===== src/rtl/detector_pixel_coordinate_map_assert.svh =====
// ----------------------------------------------------------------------------
// Assertion macros for the detector pixel coordinate map
// Implication checks clocked on clk and held off while rst_n is low.
// ----------------------------------------------------------------------------
`ifndef DETECTOR_PIXEL_COORDINATE_MAP_ASSERT_SVH
`define DETECTOR_PIXEL_COORDINATE_MAP_ASSERT_SVH

// same-cycle implication
`define DPCM_ASSERT_NOW(label, ante, cons, msg) \
  label: assert property (@(posedge clk) disable iff (!rst_n) (ante) |-> (cons)) \
    else $error(msg);

// next-cycle implication
`define DPCM_ASSERT_NEXT(label, ante, cons, msg) \
  label: assert property (@(posedge clk) disable iff (!rst_n) (ante) |=> (cons)) \
    else $error(msg);

`endif


===== src/rtl/dpcm_pkg.sv =====
// ----------------------------------------------------------------------------
// dpcm_pkg
// Constants and lookup tables for the detector pixel coordinate map.
// ----------------------------------------------------------------------------
`timescale 1ns / 1ps

package dpcm_pkg;

  localparam int BOARD_PIX = 48;
  localparam int PANEL_PIX = 192;
  localparam int NUM_CHIPS = 36;

  // config register indexes
  localparam int CFG_IDX_W = 1;
  localparam int CFG_DATA_W = 24;
  localparam logic [CFG_IDX_W-1:0] REG_ROW_PIXELS = 1'd0;
  localparam logic [CFG_IDX_W-1:0] REG_PIXEL_BASE = 1'd1;

  localparam logic [9:0] ROW_PIXELS_RST = 10'd192;

  typedef struct packed {
    logic [7:0] x;
    logic [7:0] y;
  } coord_t;

  // channel -> pad, pad = col*8 + row inside the chip
  localparam logic [5:0] PAD_TAB [64] = '{
    6'd59, 6'd51, 6'd43, 6'd35, 6'd34, 6'd42, 6'd50, 6'd58, 6'd25, 6'd33, 6'd41,
    6'd49, 6'd57, 6'd24, 6'd32, 6'd40, 6'd48, 6'd56, 6'd16, 6'd8,  6'd0,  6'd1,
    6'd9,  6'd17, 6'd2,  6'd10, 6'd18, 6'd26, 6'd3,  6'd11, 6'd19, 6'd27, 6'd4,
    6'd12, 6'd20, 6'd28, 6'd5,  6'd13, 6'd21, 6'd29, 6'd6,  6'd14, 6'd22, 6'd7,
    6'd15, 6'd23, 6'd63, 6'd55, 6'd47, 6'd39, 6'd31, 6'd62, 6'd54, 6'd46, 6'd38,
    6'd30, 6'd61, 6'd53, 6'd45, 6'd37, 6'd36, 6'd44, 6'd52, 6'd60
  };

  localparam logic [3:0] SLOT_OF_BOARD [16] = '{
    4'd0, 4'd3, 4'd1, 4'd2, 4'd5, 4'd6, 4'd7, 4'd4,
    4'd10, 4'd9, 4'd8, 4'd11, 4'd15, 4'd12, 4'd14, 4'd13
  };

  // quarter turns per slot
  localparam logic [1:0] SLOT_TURN [16] = '{
    2'd3, 2'd1, 2'd3, 2'd1, 2'd0, 2'd0, 2'd2, 2'd2,
    2'd0, 2'd0, 2'd2, 2'd2, 2'd3, 2'd1, 2'd3, 2'd1
  };

  localparam logic [1:0] SLOT_OFS_X [16] = '{
    2'd3, 2'd2, 2'd3, 2'd2, 2'd1, 2'd0, 2'd1, 2'd0,
    2'd3, 2'd2, 2'd3, 2'd2, 2'd1, 2'd0, 2'd1, 2'd0
  };

  localparam logic [1:0] SLOT_OFS_Y [16] = '{
    2'd0, 2'd0, 2'd1, 2'd1, 2'd0, 2'd0, 2'd1, 2'd1,
    2'd2, 2'd2, 2'd3, 2'd3, 2'd2, 2'd2, 2'd3, 2'd3
  };

endpackage


===== src/rtl/dpcm_if.sv =====
// ----------------------------------------------------------------------------
// dpcm_if
// Valid/ready channels carrying input and result words of the coordinate map.
// ----------------------------------------------------------------------------
`timescale 1ns / 1ps

interface dpcm_in_if;
  logic       valid;
  logic       ready;
  logic [3:0] board_id;
  logic [5:0] chip;
  logic [5:0] channel;

  modport source (output valid, output board_id, output chip, output channel,
                  input ready);
  modport sink (input valid, input board_id, input chip, input channel,
                output ready);
endinterface

interface dpcm_out_if;
  logic        valid;
  logic        ready;
  logic [7:0]  x_coord;
  logic [7:0]  y_coord;
  logic [24:0] pixel_id;
  logic        invalid;

  modport source (output valid, output x_coord, output y_coord, output pixel_id,
                  output invalid, input ready);
  modport sink (input valid, input x_coord, input y_coord, input pixel_id,
                input invalid, output ready);
endinterface


===== src/rtl/detector_pixel_coordinate_map.sv =====
// ----------------------------------------------------------------------------
// detector_pixel_coordinate_map
// Maps board/chip/channel of a readout word to panel x/y and a pixel number.
// Stages: 2 register stages (input reg, result reg); an accepted input word
//   moves from stage A into the result register once that is free or taken.
// Throughput: one word per cycle; stage A waits while the result register is
//   full and not taken, and input ready drops only when both stages are full.
// Reset: rst_n synchronous active low; clears stage valids, row_pixels to
//   192 and pixel_base to 0.
// ----------------------------------------------------------------------------
`timescale 1ns / 1ps

module detector_pixel_coordinate_map (
  input  logic                              clk,
  input  logic                              rst_n,
  dpcm_in_if.sink                           in_ch,
  dpcm_out_if.source                        out_ch,
  input  logic                              cfg_we,
  input  logic [dpcm_pkg::CFG_IDX_W-1:0]    cfg_index,
  input  logic [dpcm_pkg::CFG_DATA_W-1:0]   cfg_data
);

  `include "detector_pixel_coordinate_map_assert.svh"

  // --------------------------------------------------------------------------
  // Configuration registers
  // --------------------------------------------------------------------------
  logic [9:0]  row_pixels_r;
  logic [23:0] pixel_base_r;

  always_ff @(posedge clk) begin
    if (!rst_n) begin
      row_pixels_r <= dpcm_pkg::ROW_PIXELS_RST;
      pixel_base_r <= '0;
    end else if (cfg_we) begin
      unique case (cfg_index)
        dpcm_pkg::REG_ROW_PIXELS: row_pixels_r <= cfg_data[9:0];
        dpcm_pkg::REG_PIXEL_BASE: pixel_base_r <= cfg_data;
        default: ;
      endcase
    end
  end

  // --------------------------------------------------------------------------
  // Flow control: both stages move when the result register is free or taken.
  // Stage A accepts a new word whenever it is empty or moving on.
  // --------------------------------------------------------------------------
  logic a_valid_r;
  logic out_valid_r;
  logic adv;
  logic in_take;

  assign adv          = !out_valid_r || out_ch.ready;
  assign in_ch.ready  = !a_valid_r || adv;
  assign in_take      = in_ch.valid && in_ch.ready;

  // --------------------------------------------------------------------------
  // Stage A: input register
  // --------------------------------------------------------------------------
  logic [3:0] a_board_r;
  logic [5:0] a_chip_r;
  logic [5:0] a_chan_r;

  always_ff @(posedge clk) begin
    if (!rst_n) begin
      a_valid_r <= 1'b0;
    end else if (in_ch.ready) begin
      a_valid_r <= in_ch.valid;
    end
  end

  always_ff @(posedge clk) begin
    if (in_take) begin
      a_board_r <= in_ch.board_id;
      a_chip_r  <= in_ch.chip;
      a_chan_r  <= in_ch.channel;
    end
  end

  // --------------------------------------------------------------------------
  // Mapping logic between stage A and the result register
  // --------------------------------------------------------------------------

  // quarter-turn rotation on an n by n grid
  function automatic dpcm_pkg::coord_t turn_q(input logic [7:0] n, input logic [1:0] q,
                                              input dpcm_pkg::coord_t c);
    dpcm_pkg::coord_t r;
    r = c;
    case (q)
      2'd1: begin
        r.x = c.y;
        r.y = 8'(n - 8'd1 - c.x);
      end
      2'd2: begin
        r.x = 8'(n - 8'd1 - c.x);
        r.y = 8'(n - 8'd1 - c.y);
      end
      2'd3: begin
        r.x = 8'(n - 8'd1 - c.y);
        r.y = c.x;
      end
      default: ;
    endcase
    return r;
  endfunction

  // chip column = chip / 6, meaningful for chips below 36
  function automatic logic [2:0] chip_col(input logic [5:0] chip);
    logic [2:0] col;
    if (chip >= 6'd30)      col = 3'd5;
    else if (chip >= 6'd24) col = 3'd4;
    else if (chip >= 6'd18) col = 3'd3;
    else if (chip >= 6'd12) col = 3'd2;
    else if (chip >= 6'd6)  col = 3'd1;
    else                    col = 3'd0;
    return col;
  endfunction

  logic             chip_bad;
  logic [5:0]       pad;
  logic [2:0]       col;
  logic [2:0]       row_idx;
  logic [2:0]       row_sel;
  logic [2:0]       pad_x;
  logic [2:0]       pad_y;
  logic [5:0]       brd_x;
  logic [5:0]       brd_y;
  logic [3:0]       slot;
  dpcm_pkg::coord_t brd_c;
  dpcm_pkg::coord_t brd_t;
  dpcm_pkg::coord_t pan_c;
  dpcm_pkg::coord_t pan_t;
  logic [17:0]      x_prod;
  logic [24:0]      pix;

  always_comb begin
    chip_bad = (a_chip_r >= 6'(dpcm_pkg::NUM_CHIPS));
    pad      = dpcm_pkg::PAD_TAB[a_chan_r];
    col      = chip_col(a_chip_r);
    row_idx  = 3'(a_chip_r - 6'(col) * 6'd6);

    // odd columns are mounted flipped: mirror pad and chip order
    pad_x   = col[0] ? ~pad[5:3] : pad[5:3];
    pad_y   = col[0] ? ~pad[2:0] : pad[2:0];
    row_sel = col[0] ? 3'(3'd5 - row_idx) : row_idx;

    brd_x = {col, pad_x};
    brd_y = {row_sel, pad_y};

    // mirror in x on the board
    brd_c.x = 8'(dpcm_pkg::BOARD_PIX - 1) - {2'b00, brd_x};
    brd_c.y = {2'b00, brd_y};

    slot  = dpcm_pkg::SLOT_OF_BOARD[a_board_r];
    brd_t = turn_q(8'(dpcm_pkg::BOARD_PIX), dpcm_pkg::SLOT_TURN[slot], brd_c);

    // place the board on the panel (offset * 48)
    pan_c.x = brd_t.x + 8'(dpcm_pkg::SLOT_OFS_X[slot]) * 8'(dpcm_pkg::BOARD_PIX);
    pan_c.y = brd_t.y + 8'(dpcm_pkg::SLOT_OFS_Y[slot]) * 8'(dpcm_pkg::BOARD_PIX);

    // whole panel rotated by 270 degrees
    pan_t = turn_q(8'(dpcm_pkg::PANEL_PIX), 2'd3, pan_c);

    x_prod = 18'(pan_t.x) * 18'(row_pixels_r);
    pix    = 25'(x_prod) + 25'(pan_t.y) + 25'(pixel_base_r);
  end

  // --------------------------------------------------------------------------
  // Result register
  // --------------------------------------------------------------------------
  logic [7:0]  out_x_r;
  logic [7:0]  out_y_r;
  logic [24:0] out_pix_r;
  logic        out_inv_r;

  always_ff @(posedge clk) begin
    if (!rst_n) begin
      out_valid_r <= 1'b0;
    end else if (adv) begin
      out_valid_r <= a_valid_r;
    end
  end

  always_ff @(posedge clk) begin
    if (adv && a_valid_r) begin
      out_x_r   <= chip_bad ? '0 : pan_t.x;
      out_y_r   <= chip_bad ? '0 : pan_t.y;
      out_pix_r <= chip_bad ? '0 : pix;
      out_inv_r <= chip_bad;
    end
  end

  assign out_ch.valid    = out_valid_r;
  assign out_ch.x_coord  = out_x_r;
  assign out_ch.y_coord  = out_y_r;
  assign out_ch.pixel_id = out_pix_r;
  assign out_ch.invalid  = out_inv_r;

  // --------------------------------------------------------------------------
  // Assertions
  // --------------------------------------------------------------------------
  `DPCM_ASSERT_NOW(a_inv_zero, out_valid_r && out_inv_r, out_x_r == 8'd0 && out_y_r == 8'd0 && out_pix_r == 25'd0, "invalid word with nonzero fields")
  `DPCM_ASSERT_NOW(a_coord_range, out_valid_r && !out_inv_r, out_x_r < 8'd192 && out_y_r < 8'd192, "coordinate off panel")
  `DPCM_ASSERT_NEXT(a_in_lands, in_take, a_valid_r, "accepted word not held in stage A")
  `DPCM_ASSERT_NEXT(a_out_lands, a_valid_r && adv, out_valid_r, "stage A word lost on advance")

endmodule

===== src/flat_wrapper.sv =====
// flat-port wrapper written by rule: the top's interface ports become plain ports
module detector_pixel_coordinate_map_flat 
  (clk, rst_n, cfg_we, cfg_index, cfg_data, in_ch_valid, in_ch_board_id, in_ch_chip, in_ch_channel, in_ch_ready, out_ch_valid, out_ch_x_coord, out_ch_y_coord, out_ch_pixel_id, out_ch_invalid, out_ch_ready);
  dpcm_in_if in_ch_i ();
  dpcm_out_if out_ch_i ();
  input  logic clk;
  input  logic rst_n;
  input  logic cfg_we;
  input  logic [dpcm_pkg::CFG_IDX_W-1:0] cfg_index;
  input  logic [dpcm_pkg::CFG_DATA_W-1:0] cfg_data;
  input wire logic [$bits(in_ch_i.valid)-1:0] in_ch_valid;
  input wire logic [$bits(in_ch_i.board_id)-1:0] in_ch_board_id;
  input wire logic [$bits(in_ch_i.chip)-1:0] in_ch_chip;
  input wire logic [$bits(in_ch_i.channel)-1:0] in_ch_channel;
  output wire logic [$bits(in_ch_i.ready)-1:0] in_ch_ready;
  output wire logic [$bits(out_ch_i.valid)-1:0] out_ch_valid;
  output wire logic [$bits(out_ch_i.x_coord)-1:0] out_ch_x_coord;
  output wire logic [$bits(out_ch_i.y_coord)-1:0] out_ch_y_coord;
  output wire logic [$bits(out_ch_i.pixel_id)-1:0] out_ch_pixel_id;
  output wire logic [$bits(out_ch_i.invalid)-1:0] out_ch_invalid;
  input wire logic [$bits(out_ch_i.ready)-1:0] out_ch_ready;
  assign in_ch_i.valid = in_ch_valid;
  assign in_ch_i.board_id = in_ch_board_id;
  assign in_ch_i.chip = in_ch_chip;
  assign in_ch_i.channel = in_ch_channel;
  assign in_ch_ready = in_ch_i.ready;
  assign out_ch_valid = out_ch_i.valid;
  assign out_ch_x_coord = out_ch_i.x_coord;
  assign out_ch_y_coord = out_ch_i.y_coord;
  assign out_ch_pixel_id = out_ch_i.pixel_id;
  assign out_ch_invalid = out_ch_i.invalid;
  assign out_ch_i.ready = out_ch_ready;
  detector_pixel_coordinate_map u_core (.clk(clk), .rst_n(rst_n), .in_ch(in_ch_i), .out_ch(out_ch_i), .cfg_we(cfg_we), .cfg_index(cfg_index), .cfg_data(cfg_data));
endmodule

===== config.mk =====
export PLATFORM = sky130hd
export DESIGN_NAME = detector_pixel_coordinate_map_flat
export DESIGN_NICKNAME = d
export VERILOG_FILES = /design/src/rtl/dpcm_pkg.sv /design/src/rtl/dpcm_if.sv /design/src/rtl/detector_pixel_coordinate_map.sv /design/src/flat_wrapper.sv
export VERILOG_INCLUDE_DIRS = /design/src /design/src/rtl
export SDC_FILE = /design/constraint.sdc
export NUM_CORES = 1
export LEC_CHECK = 0
export BUFFER_PORTS_ARGS = -buffer_cell sky130_fd_sc_hd__buf_4
export CORE_MARGIN = 4
export CORE_UTILIZATION = 35
export DETAILED_ROUTE_END_ITERATION = 8
export GPL_ROUTABILITY_DRIVEN = 0
export SETUP_SLACK_MARGIN = 0.02
export SLEW_MARGIN = 20
export SYNTH_ARGS = -nofsm -noshare
export SYNTH_HDL_FRONTEND = slang
export SYNTH_SLANG_ARGS = --single-unit

===== constraint.sdc =====
create_clock -name clk -period 23 [get_ports clk]
set_input_delay 2.3 -clock clk [delete_from_list [all_inputs] [get_ports clk]]
set_output_delay 2.3 -clock clk [all_outputs]
set_load 0.01 [all_outputs]

==> results by group, run 1 <==
Timing
  – Final min period: 11100 ps
  – Final Hold Vio Count: 0
  – Worst-Margin Slew: 1040 ps
  – Setup TNS: 0 ps
  – # setup viols final: 0
  – Crit path setup slack, layout: 11900 ps
  – RSZ-0062 raised after global routing: no
  – Final worst-path cycle share: 48.3%
  – Slew Limit Headroom: 29.1%
  – Fin. max-slew vios: 0
  – Clk_skew: 17.3 ps
  – F_max: 90.1 MHz

Clocking
  – CTS resizes: 0
  – Clk sinks: 94
  – Clock Pin Slew Worst Setup and Hold Paths: ~80 ps
  – Skew-Pair Late Insertion Delay: approximately 370 ps
  – Root buf cell: clkbuf_16
  – CTS tree: built
  – Postcts setup bufs: 0
  – Num CTS Buffers: 9
  – Hold_buf cts: 0
  – # H-tree levels: 3
  – Clock Tree Buf Depth: 2

Worst setup path
  – CP top delay family: adder cells
  – Maximum net fanout on the critical path: 11
  – Required time of the critical path: 23100 ps
  – CP Class: flop to flop
  – Worst setup SP type: flop
  – Critical Path Sink Type: flop
  – CP Buf/Inv Count: 2
  – Critical Path AT: 11200 ps
  – CP most frequent cell: ha_1
  – Crit-path max cell delay: 900 ps
  – Critical Path Slowest Stage Cell: a2111oi_0

Job
  – Max-cap violations: 0

Route
  – WL final: 20400 µm
  – Drt drc: 0
  – WL/cell: around 15 µm
  – 1st-iter DRT viols: 332
  – DR vias: 6452
  – Pre-antenna DRT Iters: 5
  – Post-route ant nets: 0
  – Via-to-Cell Ratio: 4.88

Floorplan
  – Initial core utilization: 36.1%
  – Die Span X: around 160 µm
  – Die height: 164 µm
  – Core area: roughly 24000 µm²
  – Site Rows: 56
  – DIE AREA: ~27000 µm²
  – # IOs: 90

Power and ir drop
  – VDD IR max: roughly 0.11 mV
  – P_int: about 680 µW
  – Sw Pwr: 620 µW
  – Combinational power share: 70.5%
  – Pwr Density: 132 nW/µm²
  – Clk network pwr share: 11.6%
  – Switching portion of total power: a little under half
  – Seq pwr share: 17.8%
  – Leakage power: approximately 4.5 nW

Global routing
  – Initial antenna violation count: 0
  – Global-route wire length before repair: 33500 µm
  – Number of global-route vias before repair: 6527
  – GRT Overall Usage: 15.7%
  – Total gr overflow: 0
  – Largest net degree at the start of global routing: 37

Synth
  – Syn nets: ~1.1k
  – Avg Cell Area, Syn: 9.29 µm²
  – Main synth FF type: edfxtp_1
  – Most numerous cell in the Yosys netlist: nand2_1
  – Synth area leader: edfxtp_1
  – Post-synth EDFFs: 58
  – Largest family of logic cells by synthesized area: adder cells
  – Simple-gate share of the synthesized area: 15.4%
  – Seq/Total Area, Yosys: approximately 29%
  – Post-synth top area share: 20.3%
  – Top post-synthesis cells by area: edfxtp_1 (20%), fa_1 (14%), ha_1 (13%)
  – Post-synthesis cell count: 922
  – Post-synthesis mux area share: 1.50%
  – Synth Area in Compound Gates: 14.3%
  – Synth Area in XOR/XNOR: around 7%
  – Async SR Flop Fraction: 0%
  – Post-synthesis adder-cell area fraction: 26.8%
  – Synth Register Bits: between 90 and 100
  – Synth warn: 0
  – Yosys cell types: slightly above 60
  – Synth cell count leaders: nand2_1 (123), inv_1 (105), ha_1 (90)
  – Mapped cell area: 8570 µm²

Place
  – DP Area: between 9000 and 10000 µm²
  – Port buffer count: 89
  – Post-Place Worst Slack: about 12000 ps
  – Dpl hpwl: approximately 16000 µm

Final layout
  – Final Cell Area: 9870 µm²
  – Syn-to-layout area delta: 15.2%
  – # diodes: 0
  – Share of layout cells above drive strength 1: about an eighth
  – Nets: 1193

Hold path
  – Class of the worst hold path: flop to flop

Run status
  – Status: finished, final reports clean
per-layer routing:
layer,track usage (%),part of all wire [%]
met1,21.3,46
met2,26.0,47
met3,3.39,6.0
met4,3.18,1.0
met5,0,0
cells by family after synthesis:
group | after synthesis
xor+xnor | 68
flops | 94
buf+inv | 138
compound gates | 176
simple gates | 285
mux | 12
fa+ha+maj | 149
cells in the final DEF, fill, tap and decap left out, types with 10 or more instances in the layout:
cell type | netlist | routed
nand2_1 | 123 | 123
inv_1 | 105 | 105
buf_4 | 0 | 95
ha_1 | 90 | 90
nor2_1 | 63 | 63
fa_1 | 58 | 58
edfxtp_1 | 58 | 58
xnor2_1 | 41 | 41
a21oi_1 | 38 | 38
dfxtp_1 | 36 | 36
a21boi_0 | 34 | 34
and2_1 | 27 | 27
xor2_1 | 26 | 26
o21ai_0 | 23 | 23
a21o_1 | 21 | 21
nor2b_1 | 14 | 13
nand2b_1 | 11 | 11
nor3_1 | 11 | 11
nand3_1 | 10 | 10
per-stage QoR:
step                util, %  cells  total power, mW  hold WS (ps)
global placement       40.3   1307             1.15           457
finish                 41.5   1323             1.30           470
global route           41.5   1323             1.45           501
floorplan                 -    922            0.940           448
detailed placement     40.3   1307             1.15           463
CTS                    41.5   1323             1.32           473
power by group through the flow:
stage / clock network, mW / logic, mW / registers (mW)
after detailed placement: 0 / 0.913 / 0.235
after CTS: 0.156 / 0.928 / 0.232
final: 0.151 / 0.918 / 0.232
after global placement: 0 / 0.913 / 0.236
after floorplan: 0 / 0.702 / 0.238
after global routing: 0.162 / 1.05 / 0.235
state kept, by name, indices dropped and copies added, names as in the netlist, 4 cells and up:
signal                  cells
u_core.a_chan_r             6
u_core.a_board_r            4
u_core.out_ch.y_coord       8
u_core.out_ch.x_coord       8
u_core.pixel_base_r        24
u_core.out_ch.pixel_id     25
u_core.a_chip_r             6
u_core.row_pixels_r        10
worst paths after layout:
kind | startpoint | to | slack [ps] | cells after the start
max | u_core.a_chip_r[2] | u_core.out_ch.pixel_id[23] | 11900 | 36
min | u_core.pixel_base_r[8] | u_core.pixel_base_r[8] | 470 | 2
max reg2reg | u_core.a_chip_r[2] | u_core.out_ch.pixel_id[23] | 11900 | 36
min reg2reg | u_core.pixel_base_r[8] | u_core.pixel_base_r[8] | 470 | 2
layout make-up:
| cell class | instances | area [µm²] |
|---|---|---|
| fillers | 2360 | 13900 |
| well taps | 319 | 399 |
| multi-input cells | 690 | 5590 |
| clock inverters | 7 | 67.6 |
| inverters | 109 | 409 |
| repair buffers | 95 | 713 |
| clock buffers | 9 | 225 |
| flip-flops and latches | 94 | 2460 |
worst register-to-register path: cells and delay by family, from the launching register on:
family | cells | cell delay, ps
adders and majority gates | 11 | 4320
AOI/OAI and AO/OA | 14 | 3500
xor gates and xnor gates | 5 | 1440
and+or+nand+nor | 4 | 800
DFF | 1 | 490
buffers and inverters | 2 | 280
Note: power is estimated with default switching activity, not from simulation.
==> run 2: changes to the inputs <==
--- a/config.mk
+++ b/config.mk
@@ -6,6 +6,7 @@
 export SDC_FILE = /design/constraint.sdc
 export NUM_CORES = 1
 export LEC_CHECK = 0
+export ABC_AREA = 1
 export BUFFER_PORTS_ARGS = -buffer_cell sky130_fd_sc_hd__buf_4
 export CORE_MARGIN = 4
 export CORE_UTILIZATION = 35
==> constraint.sdc (replaced) <==
create_clock -name clk -period 11.6 [get_ports clk]
set_input_delay 1.16 -clock clk [delete_from_list [all_inputs] [get_ports clk]]
set_output_delay 1.16 -clock clk [all_outputs]
set_load 0.01 [all_outputs]
==> run 2 against run 1 <==
- sequential share of layout area up 0.18 points
- routed wire length up 6.7%
- flip-flop and latch count unchanged
- clock skew down 7.2 ps
- first-iteration DRC count up 51%
- worst setup slack worse by 10000 ps
- maximum frequency up 14%
- non-clock buffer count down 4
- synthesized area down 1.4%
- cell area down 0.70%
- via count up 12%
==> results by group, run 2 <==
Run status
  – Status: finished, final reports clean

Route
  – 1st-iter DRT viols: ~500
  – Pre-antenna DRT Iters: 6
  – DR vias: 7231
  – Post-route ant nets: 0
  – Via-to-Cell Ratio: 4.94
  – WL/cell: 14.8 µm
  – Drt drc: 0
  – WL final: 21700 µm

Synth
  – Synth warn: 0
  – Post-synthesis cell count: 1057
  – Avg Cell Area, Syn: 7.99 µm²
  – Post-synth EDFFs: 58
  – Simple-gate share of the synthesized area: between 15 and 20%
  – Synth area leader: edfxtp_1
  – Seq/Total Area, Yosys: 29.2%
  – Synth Register Bits: between 90 and 100
  – Mapped cell area: 8450 µm²
  – Synth cell count leaders: nand2_1 (181), inv_1 (166), nor2_1 (144)
  – Yosys cell types: 46
  – Main synth FF type: edfxtp_1
  – Synth Area in XOR/XNOR: about 2.8%
  – Syn nets: 1251
  – Largest family of logic cells by synthesized area: adder cells
  – Post-synthesis mux area share: 0%
  – Post-synthesis adder-cell area fraction: 27.1%
  – Synth Area in Compound Gates: 13.1%
  – Async SR Flop Fraction: 0%
  – Post-synth top area share: 20.6%
  – Top post-synthesis cells by area: edfxtp_1 (21%), fa_1 (14%), ha_1 (13%)
  – Most numerous cell in the Yosys netlist: nand2_1

Timing
  – Final min period: between 9000 and 10000 ps
  – Hold_ws: between 400 and 500 ps
  – Crit path setup slack, layout: roughly 1900 ps
  – Fin. max-slew vios: 0
  – Slew Limit Headroom: between 30 and 40%
  – F_max: 103 MHz
  – RSZ-0062 raised after global routing: no
  – Final worst-path cycle share: between 80% and 90%
  – # setup viols final: 0
  – Worst-Margin Slew: 990 ps
  – Clk_skew: 10.1 ps
  – Final Hold Vio Count: 0
  – Setup TNS: 0 ps

Final layout
  – Commonest cells after routing, fill and taps aside: nand2_1 (181), inv_1 (166), nor2_1 (144)
  – Share of layout cells above drive strength 1: 11.4%
  – Nets: 1335
  – Syn-to-layout area delta: 16.0%
  – # diodes: 0
  – Most common cell after layout, fill and taps aside: nand2_1
  – Max FFs per register: 25
  – Util after Layout: a little over 40%

Worst setup path
  – Maximum net fanout on the critical path: 11
  – Worst setup SP type: flop
  – CP most frequent cell: nand2_1
  – Critical Path AT: around 10000 ps
  – Crit-path max cell delay: 540 ps
  – Critical Path Sink Type: flop
  – Required time of the critical path: ~12000 ps
  – CP Class: flop to flop
  – Critical Path Slowest Stage Cell: fa_1

Floorplan
  – Die Span X: 163 µm
  – Site Rows: 56
  – Initial core utilization: 35.8%
  – Die height: 163 µm
  – Core area: between 20000 and 25000 µm²
  – # IOs: 90
  – DIE AREA: between 20000 and 30000 µm²

Clocking
  – Clk sinks: 94
  – Hold_buf cts: 0
  – CTS tree: built
  – Skew-Pair Late Insertion Delay: 370 ps
  – CTS resizes: 0
  – Num CTS Buffers: 9
  – Root buf cell: clkbuf_16
  – Clock Tree Buf Depth: 2
  – # H-tree levels: 3
  – Postcts setup bufs: 0
  – Clock Pin Slew Worst Setup and Hold Paths: 80 ps

Place
  – Post-Place Worst Slack: ~2000 ps
  – Port buffer count: 89
  – Dpl hpwl: 17300 µm

Global routing
  – Initial antenna violation count: 0
  – Global-route wire length before repair: ~35000 µm
  – GRT Overall Usage: about 17%
  – Total gr overflow: 0
  – Number of global-route vias before repair: 7025
  – Largest net degree at the start of global routing: 36

Hold path
  – Class of the worst hold path: flop to flop

Job
  – Max-cap violations: 0
## run 2: cell families after synthesis
logic type	after synthesis
AOI/OAI and AO/OA	202
xor gates and xnor gates	25
adders and majority gates	148
buffers and inverters	190
DFF	94
and+or+nand+nor	398
## run 2: area by class of cell
class	instances	area, µm²
Sequential cell	94	2460
Clock inverter	7	110
Tap cell	319	399
Multi-Input combinational cell	773	5270
Inverter	172	646
Fill cell	2412	13800
Timing Repair Buffer	91	683
Clock buffer	9	225
## run 2: metal layers
layer / vias up / track usage, % / part of all wire (%)
met3: 24 / 2.30 / 4.8
li1: 3606 / - / -
met5: - / 0 / 0
met1: 3432 / 23.0 / 47
met2: 169 / 27.3 / 47
met4: 0 / 4.46 / 1.5
## run 2: worst paths after layout
kind	slack (ps)	endpoint	from	depth (start not counted)
worst max-delay path	1860	u_core.out_ch.pixel_id[22]	u_core.a_chip_r[5]	44
worst min register to register	490	u_core.pixel_base_r[6]	u_core.pixel_base_r[6]	2
worst min-delay path	490	u_core.pixel_base_r[6]	u_core.pixel_base_r[6]	2
worst max register to register	1860	u_core.out_ch.pixel_id[22]	u_core.a_chip_r[5]	44
## run 2: worst max-delay path, delay by kind of cell, from the launching register on
family          cells  cell delay [ps]
buf+inv             4              190
flops               1              460
xor+xnor            4              780
compound gates     12             2000
fa+ha+maj          10             3960
simple gates       14             2180
## run 2: metrics by stage
stage	instances	cell area, µm²
after floorplan	1057	8450
after global placement	1449	9460
after detailed placement	1449	9460
after CTS	1465	9800
after global routing	1465	9800
final	1465	9800
Power of run 2 is left out: the tool's default activity adds up to more than one toggle a clock period on the data nets, which glitch-free logic cannot reach.
==> run 3: changes to the inputs <==
==> constraint.sdc (replaced) <==
create_clock -name clk -period 9.7 [get_ports clk]
set_input_delay 0.97 -clock clk [delete_from_list [all_inputs] [get_ports clk]]
set_output_delay 0.97 -clock clk [all_outputs]
set_load 0.01 [all_outputs]
==> run 3 against run 2 <==
- flip-flop and latch count stayed put
- die area unchanged
- clock skew shrank 0.62 ps
- count of clock-buffer cells in the layout is the same
- cell area rose by 1.0%
==> results by group, run 3 (synthesis results as in run 2) <==
Job
  – Max-cap violations: 0

Timing
  – Slew Limit Headroom: 40.7%
  – Fin. max-slew vios: 0
  – # setup viols final: 0
  – Final worst-path cycle share: between 90% and 100%
  – Crit path setup slack, layout: 707 ps
  – Worst-Margin Slew: 887 ps
  – F_max: 111 MHz
  – Final min period: 8990 ps
  – Final Hold Vio Count: 0
  – Clk_skew: between 9 and 10 ps
  – Setup TNS: 0 ps

Floorplan
  – DIE AREA: 26700 µm²
  – Die Span X: roughly 160 µm
  – Die height: between 150 and 200 µm
  – Core area: ~24000 µm²
  – # IOs: 90
  – Initial core utilization: a little over a third
  – Site Rows: 56

Route
  – 1st-iter DRT viols: 675
  – WL final: 22000 µm
  – Drt drc: 0
  – Post-route ant nets: 0
  – DR vias: 7319
  – Via-to-Cell Ratio: 4.98
  – Pre-antenna DRT Iters: 5
  – WL/cell: about 15 µm

Worst setup path
  – CP Class: flop to flop
  – Critical Path Sink Type: flop
  – Maximum net fanout on the critical path: 8
  – Critical Path AT: 9110 ps
  – FF-to-FF Start: u_core.a_chip_r[4]
  – R2R setup slack: approximately 710 ps
  – Required time of the critical path: around 9800 ps
  – Worst setup SP type: flop
  – CP top delay family: adder cells
  – Worst setup path start: u_core.a_chip_r[4]
  – CP Buf/Inv Count: 4
  – Crit-path max cell delay: 560 ps
  – Critical Path Slowest Stage Cell: fa_1

Final layout
  – Final non-filler cell total: 1469
  – Max FFs per register: 25
  – Syn-to-layout area delta: 17.2%
  – Most common cell after layout, fill and taps aside: nand2_1
  – # diodes: 0
  – Commonest cells after routing, fill and taps aside: nand2_1 (179), inv_1 (166), nor2_1 (142)
  – Nets: 1339
  – Final Cell Area: 9900 µm²
  – Share of layout cells above drive strength 1: between 10% and 20%

Clocking
  – Clock Tree Buf Depth: 2
  – Root buf cell: clkbuf_16
  – CTS tree: built
  – Hold_buf cts: 0
  – Clk sinks: 94
  – Num CTS Buffers: 9
  – # H-tree levels: 3
  – Skew-Pair Late Insertion Delay: 360 ps
  – Clock Pin Slew Worst Setup and Hold Paths: 80 ps

Run status
  – Status: finished, final reports clean

Global routing
  – Global-route wire length before repair: 35500 µm
  – Number of global-route vias before repair: 7061
  – Initial antenna violation count: 0
  – Largest net degree at the start of global routing: 43
  – GRT Overall Usage: 16.7%
  – Total gr overflow: 0

Place
  – Dpl hpwl: 17300 µm
  – Placed cells: 1451
  – DP Area: between 9000 and 10000 µm²
  – Port buffer count: 89
  – Post-Place Worst Slack: 320 ps

Hold path
  – Class of the worst hold path: flop to flop
  – Hold Startpoint: u_core.pixel_base_r[6]
run 3: cell types whose count changed in the layout (fill, tap and decap cells not counted), moves of 4 or more:
cell,delta
a21oi_1,-7
buf_4,+4
a21oi_2,+6
o21ai_0,-4
run 3: metrics by stage:
stage	hold WS, ps	utilization, %
CTS	498	41.4
global placement	475	40.1
detailed placement	483	40.1
floorplan	448	-
finish	501	41.9
global route	517	41.9
run 3: cell type report:
type / count / area [µm²]
fill: 2446 / 13700
multi-input combinational: 773 / 5380
sequential: 94 / 2460
timing repair buffer: 95 / 713
inverter: 172 / 646
tap: 319 / 399
clock buffer: 9 / 225
clock inverter: 7 / 68.8
run 3: timing repair:
action	4_1_cts	5_1_grt
hold endpoints to repair	0	0
endpoints found under the setup margin	0	11
buffers inserted	0	2
resized for setup	0	28
run 3: worst paths after layout:
kind,cells after the start,to
min reg2reg,2,u_core.pixel_base_r[6]
min,2,u_core.pixel_base_r[6]
max,46,u_core.out_ch.pixel_id[23]
max reg2reg,46,u_core.out_ch.pixel_id[23]
run 3: per-layer routing:
layer	GRT usage, %	vias up	wire length (µm)
met2	27.2	192	10400
met3	2.55	29	1080
met4	4.46	0	444
met5	0	-	0
li1	-	3623	-
met1	23.4	3475	10100
run 3: worst min-delay path: stages, from the launching register on:
cell,delay [ps]
dfxtp_1,320
nor2_1,100
nor2_1,50
Power of run 3 is left out for the same reason.
